**src/tcle_pkg.sv**
```systemverilog
package tcle_pkg;

  localparam int FONT_WIDTH  = 8;
  localparam int FONT_HEIGHT = 16;
  localparam int TAB_COLUMNS = 4;
  localparam int TAB_SPAN    = FONT_WIDTH * TAB_COLUMNS;

  localparam logic [11:0] FW_X     = 12'(FONT_WIDTH);
  localparam logic [11:0] FH_X     = 12'(FONT_HEIGHT);
  localparam logic [12:0] FW_W     = 13'(FONT_WIDTH);
  localparam logic [12:0] FH_W     = 13'(FONT_HEIGHT);
  localparam logic [12:0] FH2_W    = 13'(2 * FONT_HEIGHT);
  localparam logic [11:0] FH2_X    = 12'(2 * FONT_HEIGHT);
  localparam logic [11:0] SPAN_X   = 12'(TAB_SPAN);
  localparam logic [12:0] SPAN_W   = 13'(TAB_SPAN);

  localparam int QDEPTH = 2;
  localparam int QAW    = $clog2(QDEPTH);

  // config register indexes
  localparam logic [2:0] CFG_ENABLE = 3'd0;
  localparam logic [2:0] CFG_WIDTH  = 3'd1;
  localparam logic [2:0] CFG_HEIGHT = 3'd2;
  localparam logic [2:0] CFG_FORE   = 3'd3;
  localparam logic [2:0] CFG_BACK   = 3'd4;
  localparam logic [2:0] CFG_RSHIFT = 3'd5;
  localparam logic [2:0] CFG_GSHIFT = 3'd6;
  localparam logic [2:0] CFG_BSHIFT = 3'd7;

  // character classes
  localparam logic [1:0] CK_NEWLINE = 2'd0;
  localparam logic [1:0] CK_TAB     = 2'd1;
  localparam logic [1:0] CK_BACK    = 2'd2;
  localparam logic [1:0] CK_DRAW    = 2'd3;

  localparam logic [7:0] CH_NEWLINE = 8'd10;
  localparam logic [7:0] CH_TAB     = 8'd9;
  localparam logic [7:0] CH_BACK    = 8'd8;

  // command kinds
  localparam logic [1:0] OP_FILL   = 2'd0;
  localparam logic [1:0] OP_GLYPH  = 2'd1;
  localparam logic [1:0] OP_SCROLL = 2'd2;

  // command slots within one character, in issue order
  localparam int SL_ERASE  = 0;
  localparam int SL_PRE    = 1;
  localparam int SL_CHAR   = 2;
  localparam int SL_POST   = 3;
  localparam int SL_CURSOR = 4;
  localparam int NSLOT     = 5;

  typedef struct packed {
    logic [7:0] char_code;
    logic       first_of_string;
    logic       last_of_string;
  } tcle_in_t;

  typedef struct packed {
    logic [1:0]  op_kind;
    logic [11:0] x_pos;
    logic [11:0] y_pos;
    logic [11:0] span_width;
    logic [7:0]  glyph_code;
    logic [31:0] fill_color;
    logic        last_of_run;
  } tcle_out_t;

  typedef struct packed {
    logic        enable;
    logic [11:0] screen_width;
    logic [11:0] screen_height;
    logic [23:0] fore_rgb;
    logic [23:0] back_rgb;
    logic [4:0]  red_shift;
    logic [4:0]  green_shift;
    logic [4:0]  blue_shift;
  } tcle_cfg_t;

  typedef struct packed {
    logic [1:0] kind;
    logic [7:0] glyph;
    logic       first;
    logic       last;
  } tcle_item_t;

  typedef struct packed {
    logic [NSLOT-1:0] mask;
    logic [11:0]      erase_x;
    logic [11:0]      erase_y;
    logic [11:0]      char_x;
    logic [11:0]      char_y;
    logic [11:0]      char_w;
    logic             char_glyph;
    logic [7:0]       glyph;
    logic [11:0]      cur_x;
    logic [11:0]      cur_y;
  } tcle_plan_t;

  function automatic logic [31:0] pack_pixel(input logic [7:0] r, input logic [7:0] g,
                                             input logic [7:0] b, input tcle_cfg_t cfg);
    pack_pixel = (32'(r) << cfg.red_shift) | (32'(g) << cfg.green_shift) |
                 (32'(b) << cfg.blue_shift);
  endfunction

  function automatic logic [7:0] mix_chan(input logic [7:0] f, input logic [7:0] b);
    logic [15:0] sum;
    sum = 16'(f) * 16'd179 + 16'(b) * 16'd77;
    mix_chan = sum[15:8];
  endfunction

endpackage

```
**src/tcle_front.sv**
```systemverilog
module tcle_front
  import tcle_pkg::*;
(
  input  logic       clk,
  input  logic       rst_n,
  input  logic       in_valid,
  output logic       in_stall,
  input  tcle_in_t   in_data,
  input  logic       enable,
  output logic       q_push,
  output tcle_item_t q_item,
  input  logic       q_full
);

  logic       fr_valid_r;
  tcle_item_t fr_item_r;
  tcle_item_t item_nxt;
  logic       load;

  assign in_stall = fr_valid_r && q_full;
  assign load     = in_valid && !in_stall;
  assign q_push   = fr_valid_r && !q_full;
  assign q_item   = fr_item_r;

  always_comb begin
    item_nxt.glyph = in_data.char_code;
    item_nxt.first = in_data.first_of_string;
    item_nxt.last  = in_data.last_of_string;
    unique case (in_data.char_code)
      CH_NEWLINE: item_nxt.kind = CK_NEWLINE;
      CH_TAB:     item_nxt.kind = CK_TAB;
      CH_BACK:    item_nxt.kind = CK_BACK;
      default:    item_nxt.kind = CK_DRAW;
    endcase
  end

  always_ff @(posedge clk) begin
    if (!rst_n) begin
      fr_valid_r <= 1'b0;
    end else begin
      // disabled console drops the transaction
      if (load && enable) begin
        fr_valid_r <= 1'b1;
      end else if (q_push) begin
        fr_valid_r <= 1'b0;
      end
    end
  end

  always_ff @(posedge clk) begin
    if (load && enable) begin
      fr_item_r <= item_nxt;
    end
  end

endmodule

```
**src/tcle_queue.sv**
```systemverilog
module tcle_queue
  import tcle_pkg::*;
(
  input  logic       clk,
  input  logic       rst_n,
  input  logic       push,
  input  tcle_item_t din,
  output logic       full,
  input  logic       pop,
  output logic       nonempty,
  output tcle_item_t dout
);

  tcle_item_t      ent_r [QDEPTH];
  logic [QAW-1:0]  wp_r;
  logic [QAW-1:0]  rp_r;
  logic [QAW:0]    cnt_r;

  assign full     = (cnt_r == (QAW+1)'(QDEPTH));
  assign nonempty = (cnt_r != '0);
  assign dout     = ent_r[rp_r];

  function automatic logic [QAW-1:0] wrap_inc(input logic [QAW-1:0] p);
    wrap_inc = (p == QAW'(QDEPTH - 1)) ? '0 : p + 1'b1;
  endfunction

  always_ff @(posedge clk) begin
    if (!rst_n) begin
      wp_r  <= '0;
      rp_r  <= '0;
      cnt_r <= '0;
    end else begin
      if (push) begin
        wp_r <= wrap_inc(wp_r);
      end
      if (pop) begin
        rp_r <= wrap_inc(rp_r);
      end
      if (push && !pop) begin
        cnt_r <= cnt_r + 1'b1;
      end else if (pop && !push) begin
        cnt_r <= cnt_r - 1'b1;
      end
    end
  end

  always_ff @(posedge clk) begin
    if (push) begin
      ent_r[wp_r] <= din;
    end
  end

endmodule

```
**src/tcle_plan.sv**
```systemverilog
module tcle_plan
  import tcle_pkg::*;
(
  input  logic       clk,
  input  logic       rst_n,
  input  tcle_cfg_t  cfg,
  input  logic       q_valid,
  input  tcle_item_t q_item,
  output logic       q_pop,
  output logic       plan_valid,
  output tcle_plan_t plan,
  input  logic       plan_take
);

  localparam logic [1:0] PS_LOAD = 2'd0;
  localparam logic [1:0] PS_CHAR = 2'd1;
  localparam logic [1:0] PS_POST = 2'd2;

  logic [1:0]  state_r;
  logic [11:0] cx_r;
  logic [11:0] cy_r;
  tcle_item_t  item_r;
  logic [11:0] ex_r;
  logic [11:0] ey_r;
  logic        pre_r;
  logic [11:0] char_x_r;
  logic [11:0] char_y_r;
  logic [11:0] char_w_r;
  logic        char_en_r;
  logic        plan_valid_r;
  tcle_plan_t  plan_r;

  logic             pre_scroll;
  logic [11:0]      cy_pre;
  logic [11:0]      cy_nl;
  logic [12:0]      tab_col;
  logic [12:0]      tab_nx;
  logic             tab_fit;
  logic [11:0]      cxa;
  logic             draw_wrap;
  logic [11:0]      cx_nxt;
  logic [11:0]      cy_nxt;
  logic [11:0]      cw_nxt;
  logic             cen_nxt;
  logic             post_scroll;
  logic [11:0]      cy_post;
  logic             slot_free;
  logic [NSLOT-1:0] mask;

  assign plan_valid = plan_valid_r;
  assign plan       = plan_r;
  assign q_pop      = (state_r == PS_LOAD) && q_valid;
  assign slot_free  = !plan_valid_r || plan_take;

  // scroll before a drawn glyph: cursor_y + 2*font_height reaches the screen height
  always_comb begin
    pre_scroll = (q_item.kind == CK_DRAW) && (({1'b0, cy_r} + FH2_W) >= {1'b0, cfg.screen_height});
    cy_pre     = (pre_scroll && cy_r >= FH_X) ? cy_r - FH_X : cy_r;
  end

  always_comb begin
    cy_nl     = cy_r + FH_X;
    tab_col   = 13'(cx_r / SPAN_X) + 13'd1;
    tab_nx    = tab_col * SPAN_W;
    tab_fit   = (tab_nx < {1'b0, cfg.screen_width}) && (tab_nx > {1'b0, cx_r});
    cxa       = cx_r + FW_X;
    draw_wrap = ({1'b0, cxa} + FW_W) >= {1'b0, cfg.screen_width};
    cx_nxt    = cx_r;
    cy_nxt    = cy_r;
    cw_nxt    = '0;
    cen_nxt   = 1'b0;
    unique case (item_r.kind)
      CK_NEWLINE: begin
        cx_nxt = '0;
        cy_nxt = cy_nl;
      end
      CK_TAB: begin
        if (tab_fit) begin
          cx_nxt  = tab_nx[11:0];
          cw_nxt  = tab_nx[11:0] - cx_r;
          cen_nxt = 1'b1;
        end else begin
          cx_nxt  = '0;
          cy_nxt  = cy_nl;
          cw_nxt  = cfg.screen_width - cx_r;
          cen_nxt = cx_r < cfg.screen_width;
        end
      end
      CK_BACK: begin
        cx_nxt = (cx_r >= FW_X) ? cx_r - FW_X : '0;
      end
      default: begin
        cen_nxt = 1'b1;
        if (draw_wrap) begin
          cx_nxt = '0;
          cy_nxt = cy_nl;
        end else begin
          cx_nxt = cxa;
        end
      end
    endcase
  end

  always_comb begin
    post_scroll = ({1'b0, cy_r} + FH_W) >= {1'b0, cfg.screen_height};
    cy_post     = (post_scroll && cy_r >= FH_X) ? cy_r - FH_X : cy_r;
    mask               = '0;
    mask[SL_ERASE]     = item_r.first;
    mask[SL_PRE]       = pre_r;
    mask[SL_CHAR]      = char_en_r;
    mask[SL_POST]      = post_scroll;
    mask[SL_CURSOR]    = item_r.last;
  end

  always_ff @(posedge clk) begin
    if (!rst_n) begin
      state_r      <= PS_LOAD;
      cx_r         <= '0;
      cy_r         <= '0;
      plan_valid_r <= 1'b0;
    end else begin
      if (state_r == PS_POST && slot_free) begin
        plan_valid_r <= |mask;
      end else if (plan_take) begin
        plan_valid_r <= 1'b0;
      end
      unique case (state_r)
        PS_LOAD: begin
          if (q_valid) begin
            cy_r    <= cy_pre;
            state_r <= PS_CHAR;
          end
        end
        PS_CHAR: begin
          cx_r    <= cx_nxt;
          cy_r    <= cy_nxt;
          state_r <= PS_POST;
        end
        PS_POST: begin
          if (slot_free) begin
            cy_r    <= cy_post;
            state_r <= PS_LOAD;
          end
        end
        default: state_r <= PS_LOAD;
      endcase
    end
  end

  always_ff @(posedge clk) begin
    if (state_r == PS_LOAD && q_valid) begin
      item_r <= q_item;
      ex_r   <= cx_r;
      ey_r   <= cy_r;
      pre_r  <= pre_scroll;
    end
    if (state_r == PS_CHAR) begin
      char_x_r  <= cx_r;
      char_y_r  <= cy_r;
      char_w_r  <= cw_nxt;
      char_en_r <= cen_nxt;
    end
    if (state_r == PS_POST && slot_free) begin
      plan_r.mask       <= mask;
      plan_r.erase_x    <= ex_r;
      plan_r.erase_y    <= ey_r;
      plan_r.char_x     <= char_x_r;
      plan_r.char_y     <= char_y_r;
      plan_r.char_w     <= char_w_r;
      plan_r.char_glyph <= (item_r.kind == CK_DRAW);
      plan_r.glyph      <= item_r.glyph;
      plan_r.cur_x      <= cx_r;
      plan_r.cur_y      <= cy_post;
    end
  end

endmodule

```
**src/tcle_emit.sv**
```systemverilog
module tcle_emit
  import tcle_pkg::*;
(
  input  logic       clk,
  input  logic       rst_n,
  input  tcle_cfg_t  cfg,
  input  logic       plan_valid,
  input  tcle_plan_t plan,
  output logic       plan_take,
  output logic       out_valid,
  input  logic       out_stall,
  output tcle_out_t  out_data
);

  logic [NSLOT-1:0] mask_r;
  tcle_plan_t       pl_r;
  logic             out_valid_r;
  tcle_out_t        out_r;

  logic [NSLOT-1:0] clr;
  logic [NSLOT-1:0] mask_left;
  logic             adv;
  tcle_out_t        cmd;
  logic [31:0]      back_pix;
  logic [31:0]      cur_pix;
  logic [11:0]      scroll_top;

  assign out_valid = out_valid_r;
  assign out_data  = out_r;
  assign adv       = !out_valid_r || !out_stall;
  assign plan_take = plan_valid && (mask_r == '0);

  always_comb begin
    back_pix   = pack_pixel(cfg.back_rgb[23:16], cfg.back_rgb[15:8], cfg.back_rgb[7:0], cfg);
    cur_pix    = pack_pixel(mix_chan(cfg.fore_rgb[23:16], cfg.back_rgb[23:16]),
                            mix_chan(cfg.fore_rgb[15:8], cfg.back_rgb[15:8]),
                            mix_chan(cfg.fore_rgb[7:0], cfg.back_rgb[7:0]), cfg);
    scroll_top = (cfg.screen_height >= FH2_X) ? cfg.screen_height - FH2_X : '0;
  end

  always_comb begin
    clr             = '0;
    cmd.op_kind     = OP_FILL;
    cmd.x_pos       = '0;
    cmd.y_pos       = '0;
    cmd.span_width  = '0;
    cmd.glyph_code  = '0;
    cmd.fill_color  = '0;
    cmd.last_of_run = 1'b0;
    if (mask_r[SL_ERASE]) begin
      clr[SL_ERASE]  = 1'b1;
      cmd.x_pos      = pl_r.erase_x;
      cmd.y_pos      = pl_r.erase_y;
      cmd.span_width = FW_X;
      cmd.fill_color = back_pix;
    end else if (mask_r[SL_PRE] || (!mask_r[SL_CHAR] && mask_r[SL_POST])) begin
      if (mask_r[SL_PRE]) begin
        clr[SL_PRE] = 1'b1;
      end else begin
        clr[SL_POST] = 1'b1;
      end
      cmd.op_kind    = OP_SCROLL;
      cmd.y_pos      = scroll_top;
      cmd.span_width = cfg.screen_width;
      cmd.fill_color = back_pix;
    end else if (mask_r[SL_CHAR]) begin
      clr[SL_CHAR] = 1'b1;
      cmd.x_pos    = pl_r.char_x;
      cmd.y_pos    = pl_r.char_y;
      if (pl_r.char_glyph) begin
        cmd.op_kind    = OP_GLYPH;
        cmd.glyph_code = pl_r.glyph;
      end else begin
        cmd.span_width = pl_r.char_w;
        cmd.fill_color = back_pix;
      end
    end else if (mask_r[SL_CURSOR]) begin
      clr[SL_CURSOR] = 1'b1;
      cmd.x_pos      = pl_r.cur_x;
      cmd.y_pos      = pl_r.cur_y;
      cmd.span_width = FW_X;
      cmd.fill_color = cur_pix;
    end
    mask_left       = mask_r & ~clr;
    cmd.last_of_run = (mask_left == '0);
  end

  always_ff @(posedge clk) begin
    if (!rst_n) begin
      mask_r      <= '0;
      out_valid_r <= 1'b0;
    end else begin
      if (plan_take) begin
        mask_r <= plan.mask;
      end else if (adv) begin
        mask_r <= mask_left;
      end
      if (adv) begin
        out_valid_r <= (mask_r != '0);
      end
    end
  end

  always_ff @(posedge clk) begin
    if (plan_take) begin
      pl_r <= plan;
    end
    if (adv && mask_r != '0) begin
      out_r <= cmd;
    end
  end

endmodule

```
**src/text_console_layout_engine.sv**
```systemverilog
// path: input register, queue, planner (load, char, post), plan register, output register
// throughput: one command per cycle at the output unless out_stall holds it; the planner
// takes a character after the last one's post state; the issue stage takes a new plan once
// the last plan is issued; a 2-entry queue between input stage and planner absorbs stalls
// reset: synchronous active-low, clears cursor to 0,0 and restores register defaults
module text_console_layout_engine
  import tcle_pkg::*;
(
  input  logic        clk,
  input  logic        rst_n,
  input  logic        in_valid,
  output logic        in_stall,
  input  tcle_in_t    in_data,
  output logic        out_valid,
  input  logic        out_stall,
  output tcle_out_t   out_data,
  input  logic        cfg_we,
  input  logic [2:0]  cfg_index,
  input  logic [23:0] cfg_wdata
);

  tcle_cfg_t  cfg_r;
  logic       q_push;
  tcle_item_t q_in;
  logic       q_full;
  logic       q_pop;
  logic       q_nonempty;
  tcle_item_t q_out;
  logic       plan_valid;
  tcle_plan_t plan;
  logic       plan_take;

  always_ff @(posedge clk) begin
    if (!rst_n) begin
      cfg_r.enable        <= 1'b0;
      cfg_r.screen_width  <= 12'd640;
      cfg_r.screen_height <= 12'd480;
      cfg_r.fore_rgb      <= 24'hFFFFFF;
      cfg_r.back_rgb      <= 24'h000000;
      cfg_r.red_shift     <= 5'd16;
      cfg_r.green_shift   <= 5'd8;
      cfg_r.blue_shift    <= 5'd0;
    end else if (cfg_we) begin
      unique case (cfg_index)
        CFG_ENABLE: cfg_r.enable        <= cfg_wdata[0];
        CFG_WIDTH:  cfg_r.screen_width  <= cfg_wdata[11:0];
        CFG_HEIGHT: cfg_r.screen_height <= cfg_wdata[11:0];
        CFG_FORE:   cfg_r.fore_rgb      <= cfg_wdata;
        CFG_BACK:   cfg_r.back_rgb      <= cfg_wdata;
        CFG_RSHIFT: cfg_r.red_shift     <= cfg_wdata[4:0];
        CFG_GSHIFT: cfg_r.green_shift   <= cfg_wdata[4:0];
        CFG_BSHIFT: cfg_r.blue_shift    <= cfg_wdata[4:0];
        default:    cfg_r.enable        <= cfg_r.enable;
      endcase
    end
  end

  tcle_front u_front (
    .clk      (clk),
    .rst_n    (rst_n),
    .in_valid (in_valid),
    .in_stall (in_stall),
    .in_data  (in_data),
    .enable   (cfg_r.enable),
    .q_push   (q_push),
    .q_item   (q_in),
    .q_full   (q_full)
  );

  tcle_queue u_queue (
    .clk      (clk),
    .rst_n    (rst_n),
    .push     (q_push),
    .din      (q_in),
    .full     (q_full),
    .pop      (q_pop),
    .nonempty (q_nonempty),
    .dout     (q_out)
  );

  tcle_plan u_plan (
    .clk        (clk),
    .rst_n      (rst_n),
    .cfg        (cfg_r),
    .q_valid    (q_nonempty),
    .q_item     (q_out),
    .q_pop      (q_pop),
    .plan_valid (plan_valid),
    .plan       (plan),
    .plan_take  (plan_take)
  );

  tcle_emit u_emit (
    .clk        (clk),
    .rst_n      (rst_n),
    .cfg        (cfg_r),
    .plan_valid (plan_valid),
    .plan       (plan),
    .plan_take  (plan_take),
    .out_valid  (out_valid),
    .out_stall  (out_stall),
    .out_data   (out_data)
  );

endmodule
```
**config.mk**
```make
export PLATFORM = sky130hd
export DESIGN_NAME = text_console_layout_engine
export DESIGN_NICKNAME = d
export VERILOG_FILES = /design/src/tcle_pkg.sv /design/src/tcle_front.sv /design/src/tcle_queue.sv /design/src/tcle_plan.sv /design/src/tcle_emit.sv /design/src/text_console_layout_engine.sv
export SDC_FILE = /design/constraint.sdc
export NUM_CORES = 1
export LEC_CHECK = 0
export BUFFER_PORTS_ARGS = -buffer_cell sky130_fd_sc_hd__buf_4
export CELL_PAD_IN_SITES_DETAIL_PLACEMENT = 0
export CELL_PAD_IN_SITES_GLOBAL_PLACEMENT = 1
export CORE_MARGIN = 3
export CORE_UTILIZATION = 36
export CTS_BUF_LIST = sky130_fd_sc_hd__clkbuf_8
export DETAILED_ROUTE_END_ITERATION = 10
export GPL_TIMING_DRIVEN = 0
export PLACE_DENSITY = 0.64
export SLEW_MARGIN = 20
export SYNTH_ARGS = -nofsm -noshare
export SYNTH_HDL_FRONTEND = slang
export SYNTH_HIERARCHICAL = 1
export SYNTH_SLANG_ARGS = --single-unit
```
**constraint.sdc**
```tcl
create_clock -name clk -period 11.5 [get_ports clk]
set_input_delay 2.3 -clock clk [delete_from_list [all_inputs] [get_ports clk]]
set_output_delay 2.3 -clock clk [all_outputs]
set_load 0.005 [all_outputs]
```
==> metrics.txt <==
post-DR vias/cell between 5 and 6; Final Cycle Share 0.665; HPWL Detailed 91.0 mm; Peak VDD IR about 0.24 mV; fillers 8567; P&R area growth vs syn 13.3%; maxcap violations 0; synthesis-stage register bit count around 470; sequential area share after synthesis 0.398; Die X-Extent around 300 um; Max Fclk between 100 and 150 MHz; GRT Overall Usage 0.244; num ports 123; CP dominant cell by count fa_1; Mapped Area around 0.032 mm^2; Fin Clk Skew between 40 and 50 ps; vias in the first global route between 20000 and 30000; area of the multi-input gates 0.0172 mm^2; Leakage 14.8 nW; CP endpoint kind flip-flop; post-route ant nets 0; setup_tns 0 ps; Final GP Congestion approximately 1; CP max FO 10; CORE AREA roughly 0.09 mm^2; worst min path class flip-flop to flip-flop; Syn. warnings 6; DRT iter0 DRCs about 2100; Routed WL 115 mm; Top FF cell, synth edfxtp_1; Post-Syn Instances between 3000 and 4000; outcome complete, no violations; Worst setup startpoint cfg_r[22]$_SDFFE_PN0P_; pwr/cell area around 230 mW/mm^2; Net Sw Power between 3 and 4 mW; Critical Path Source Type flip-flop; GRT overflow 0; Worst Path Buf+Inv 3; # resized after CTS 0; reg2reg setup slack approximately 3800 ps; FF-to-FF path depth 19; register area ~0.013 mm^2; Worst-path clk slew 60 ps; Post-CTS Hold Buffers 0; CTS tree built; cts bufs inserted 80; die height a little over 300 um; Pre-antenna DRT Iters 8; Final Max Slew Viols 0; Worst path slowest cell dfxtp_1; largest net degree at the start of global routing 57; H-tree Lvls 3; Min Hold Slack approximately 410 ps; worst reg2reg path startpoint cfg_r[22]$_SDFFE_PN0P_; Routed WL per cell 25.7 um; Critical Path AT approximately 8000 ps; Nets around 3700; DIE AREA 0.0927 mm^2; final worst path period need ~7700 ps; sequential power share 0.278; CP Data Required Time approximately 12000 ps; Post-CTS Setup Bufs 0; Combinational Power Share 0.541; switching share of total power 0.456; port bufs between 100 and 150; CP Class flip-flop to flip-flop; RSZ-0062 raised after global routing false; Root Buffer clkbuf_8; Non-Filler Instances between 4000 and 5000; CP Capture Point u_emit/out_data[18]$_DFFE_PP_; total clock sinks 465; Worst slew margin 0.262; share of cells above drive strength 1 0.124; Stages on worst setup path 19; Worst Tran Pin Value 1100 ps; R2R Path End u_emit/out_data[18]$_DFFE_PP_; CP cell instances ha_1 > fa_1 > fa_1 > fa_1 > fa_1 > inv_1 > fa_1 > inv_1 > ha_1 > buf_2 > a21o_1 > a21oi_1 > o22ai_1 > o31ai_1 > nor2_1 > o211ai_1 > o221ai_1 > a2111oi_2 > o21ai_1; # setup viols final 0; Mapped Avg Cell Area about 11 um^2; FFs w/ async S/R, synth 0; top cell type's share of synthesized area 0.323; placed cells 4344; final hold violations 0; vias post-DR 25200; Largest delay share family, worst path adder cells; global-route wire length before repair ~170 mm; ranking of synthesized cells by area edfxtp_1 (32%), ha_1 (10%), fa_1 (7.9%); row cnt between 100 and 150; Clock power frac 0.180; Starting Density 0.366; later-pin clock latency in the skew report 710 ps; initial antenna violation count 3; post-synth top area cell edfxtp_1; Clock Tree Buf Depth 3; delay of the slowest critical-path stage approximately 730 ps; Cell Int Power between 4 and 5 mW; number of flops mapped to enable cells by yosys 345; post-synth cell types 125; DRC 0
-- flip-flops by register name, indices dropped and copies added, names as in the netlist, 5 cells and up, named ones only --
name,cells
u_plan/char_x_r,9
cfg_r,88
u_plan/char_w_r,12
u_emit/mask_r,5
u_plan/ey_r,8
u_plan/cx_r,9
u_queue/ent_r,24
u_emit/pl_r,93
u_plan/char_y_r,8
u_front/q_item,12
u_plan/cy_r,8
u_plan/plan,77
u_plan/item_r,12
u_plan/ex_r,9
u_emit/out_data,79
-- area by class of cell --
| cell class | instances | area share |
|---|---|---|
| well taps | 1155 | 0.0398 |
| inverters | 315 | 0.0325 |
| plain buffers | 174 | 0.0285 |
| repair buffers | 127 | 0.0302 |
| flip-flops and latches | 465 | 0.351 |
| multi-input cells | 2108 | 0.474 |
| diodes | 2 | 0.000138 |
| clock inverters | 64 | 0.0119 |
| clock buffers | 84 | 0.0318 |
-- Yosys cell counts (17+ instances only) --
library cell and n:
nand4_1 19, nand2_1 262, clkbuf_1 89, and3_1 34, o22ai_1 36, a22o_1 20
nor3_1 57, and2_1 24, edfxtp_1 345, a21oi_1 102, fa_1 126, ha_1 259
a21o_1 31, or3_1 17, a22oi_1 19, nor2b_1 77, nor2_1 161, dfxtp_1 120
o221ai_1 19, o211ai_1 31, buf_2 18, nand3_1 58, mux2_2 27, xor2_1 30
nand2b_1 17, xnor2_1 50, a222oi_1 29, a211oi_1 27, buf_4 27, a31oi_1 33
mux2i_1 136, o21ai_0 94, inv_1 307
-- metal layers --
metal / GRT usage / up-vias / part of all wire
met4: 0.0948 / 0 / 0.037
met2: 0.427 / 795 / 0.50
met3: 0.0310 / 198 / 0.050
met5: 0 / - / 0
li1: - / 11500 / -
met1: 0.307 / 12600 / 0.42
-- worst min-delay path by stage --
stage                                     end                        from  depth (start not counted)  slack (ps)
global route        u_plan/plan[25]$_DFFE_PP_  u_plan/item_r[3]$_DFFE_PP_                          0         420
finish              u_emit/pl_r[15]$_DFFE_PP_   u_plan/plan[15]$_DFFE_PP_                          0         410
detailed placement  u_emit/pl_r[25]$_DFFE_PP_   u_plan/plan[25]$_DFFE_PP_                          0         400
CTS                 u_emit/pl_r[40]$_DFFE_PP_   u_plan/plan[40]$_DFFE_PP_                          0         400
floorplan           u_emit/pl_r[10]$_DFFE_PP_   u_plan/plan[10]$_DFFE_PP_                          0         400
global placement    u_plan/plan[92]$_DFFE_PP_   u_plan/ex_r[11]$_DFFE_PP_                          0         400
-- logic make-up after synthesis --
| logic type | synth area share |
|---|---|
| buf+inv | 0.0691 |
| flops | 0.398 |
| fa+ha+maj | 0.180 |
| compound gates | 0.148 |
| simple gates | 0.124 |
| xor+xnor | 0.0224 |
| mux | 0.0578 |
| other cells | 0.000234 |
-- power groups by stage --
stage / clock network [mW] / registers (mW) / logic, mW
CTS: 1.55 / 2.30 / 4.42
detailed placement: 0 / 2.34 / 4.39
finish: 1.49 / 2.30 / 4.47
floorplan: 0 / 2.30 / 2.87
global placement: 0 / 2.37 / 4.31
global route: 1.63 / 2.32 / 4.82
-- through the flow --
| stage | setup WS, ps | power (mW) | utilization | cell area (um^2) |
|---|---|---|---|---|
| 3_3_place_gp | -178 | 6.68 | 0.394 | 34500 |
| 3_5_place_dp | 3980 | 6.73 | 0.397 | 34700 |
| 5_1_grt | 3620 | 8.77 | 0.415 | 36300 |
| 4_1_cts | 4000 | 8.27 | 0.415 | 36300 |
| 6_report | 3850 | 8.26 | 0.415 | 36300 |
| 2_1_floorplan | 3300 | 5.18 | - | 32100 |
-- layout by cell type (no fill, tap or decap), types with 26 or more instances in the layout --
master / n
a211oi_1: 26
a21o_1: 31
a21oi_1: 102
a222oi_1: 29
a31oi_1: 33
and3_1: 34
buf_4: 145
clkbuf_1: 88
clkbuf_8: 95
dfxtp_1: 120
edfxtp_1: 345
fa_1: 126
ha_1: 258
inv_1: 341
mux2_2: 27
mux2i_1: 135
nand2_1: 262
nand3_1: 58
nor2_1: 159
nor2b_1: 74
nor3_1: 55
o211ai_1: 31
o21ai_0: 93
o22ai_1: 36
xnor2_1: 50
xor2_1: 30
Power figures use the tool's default switching activity.
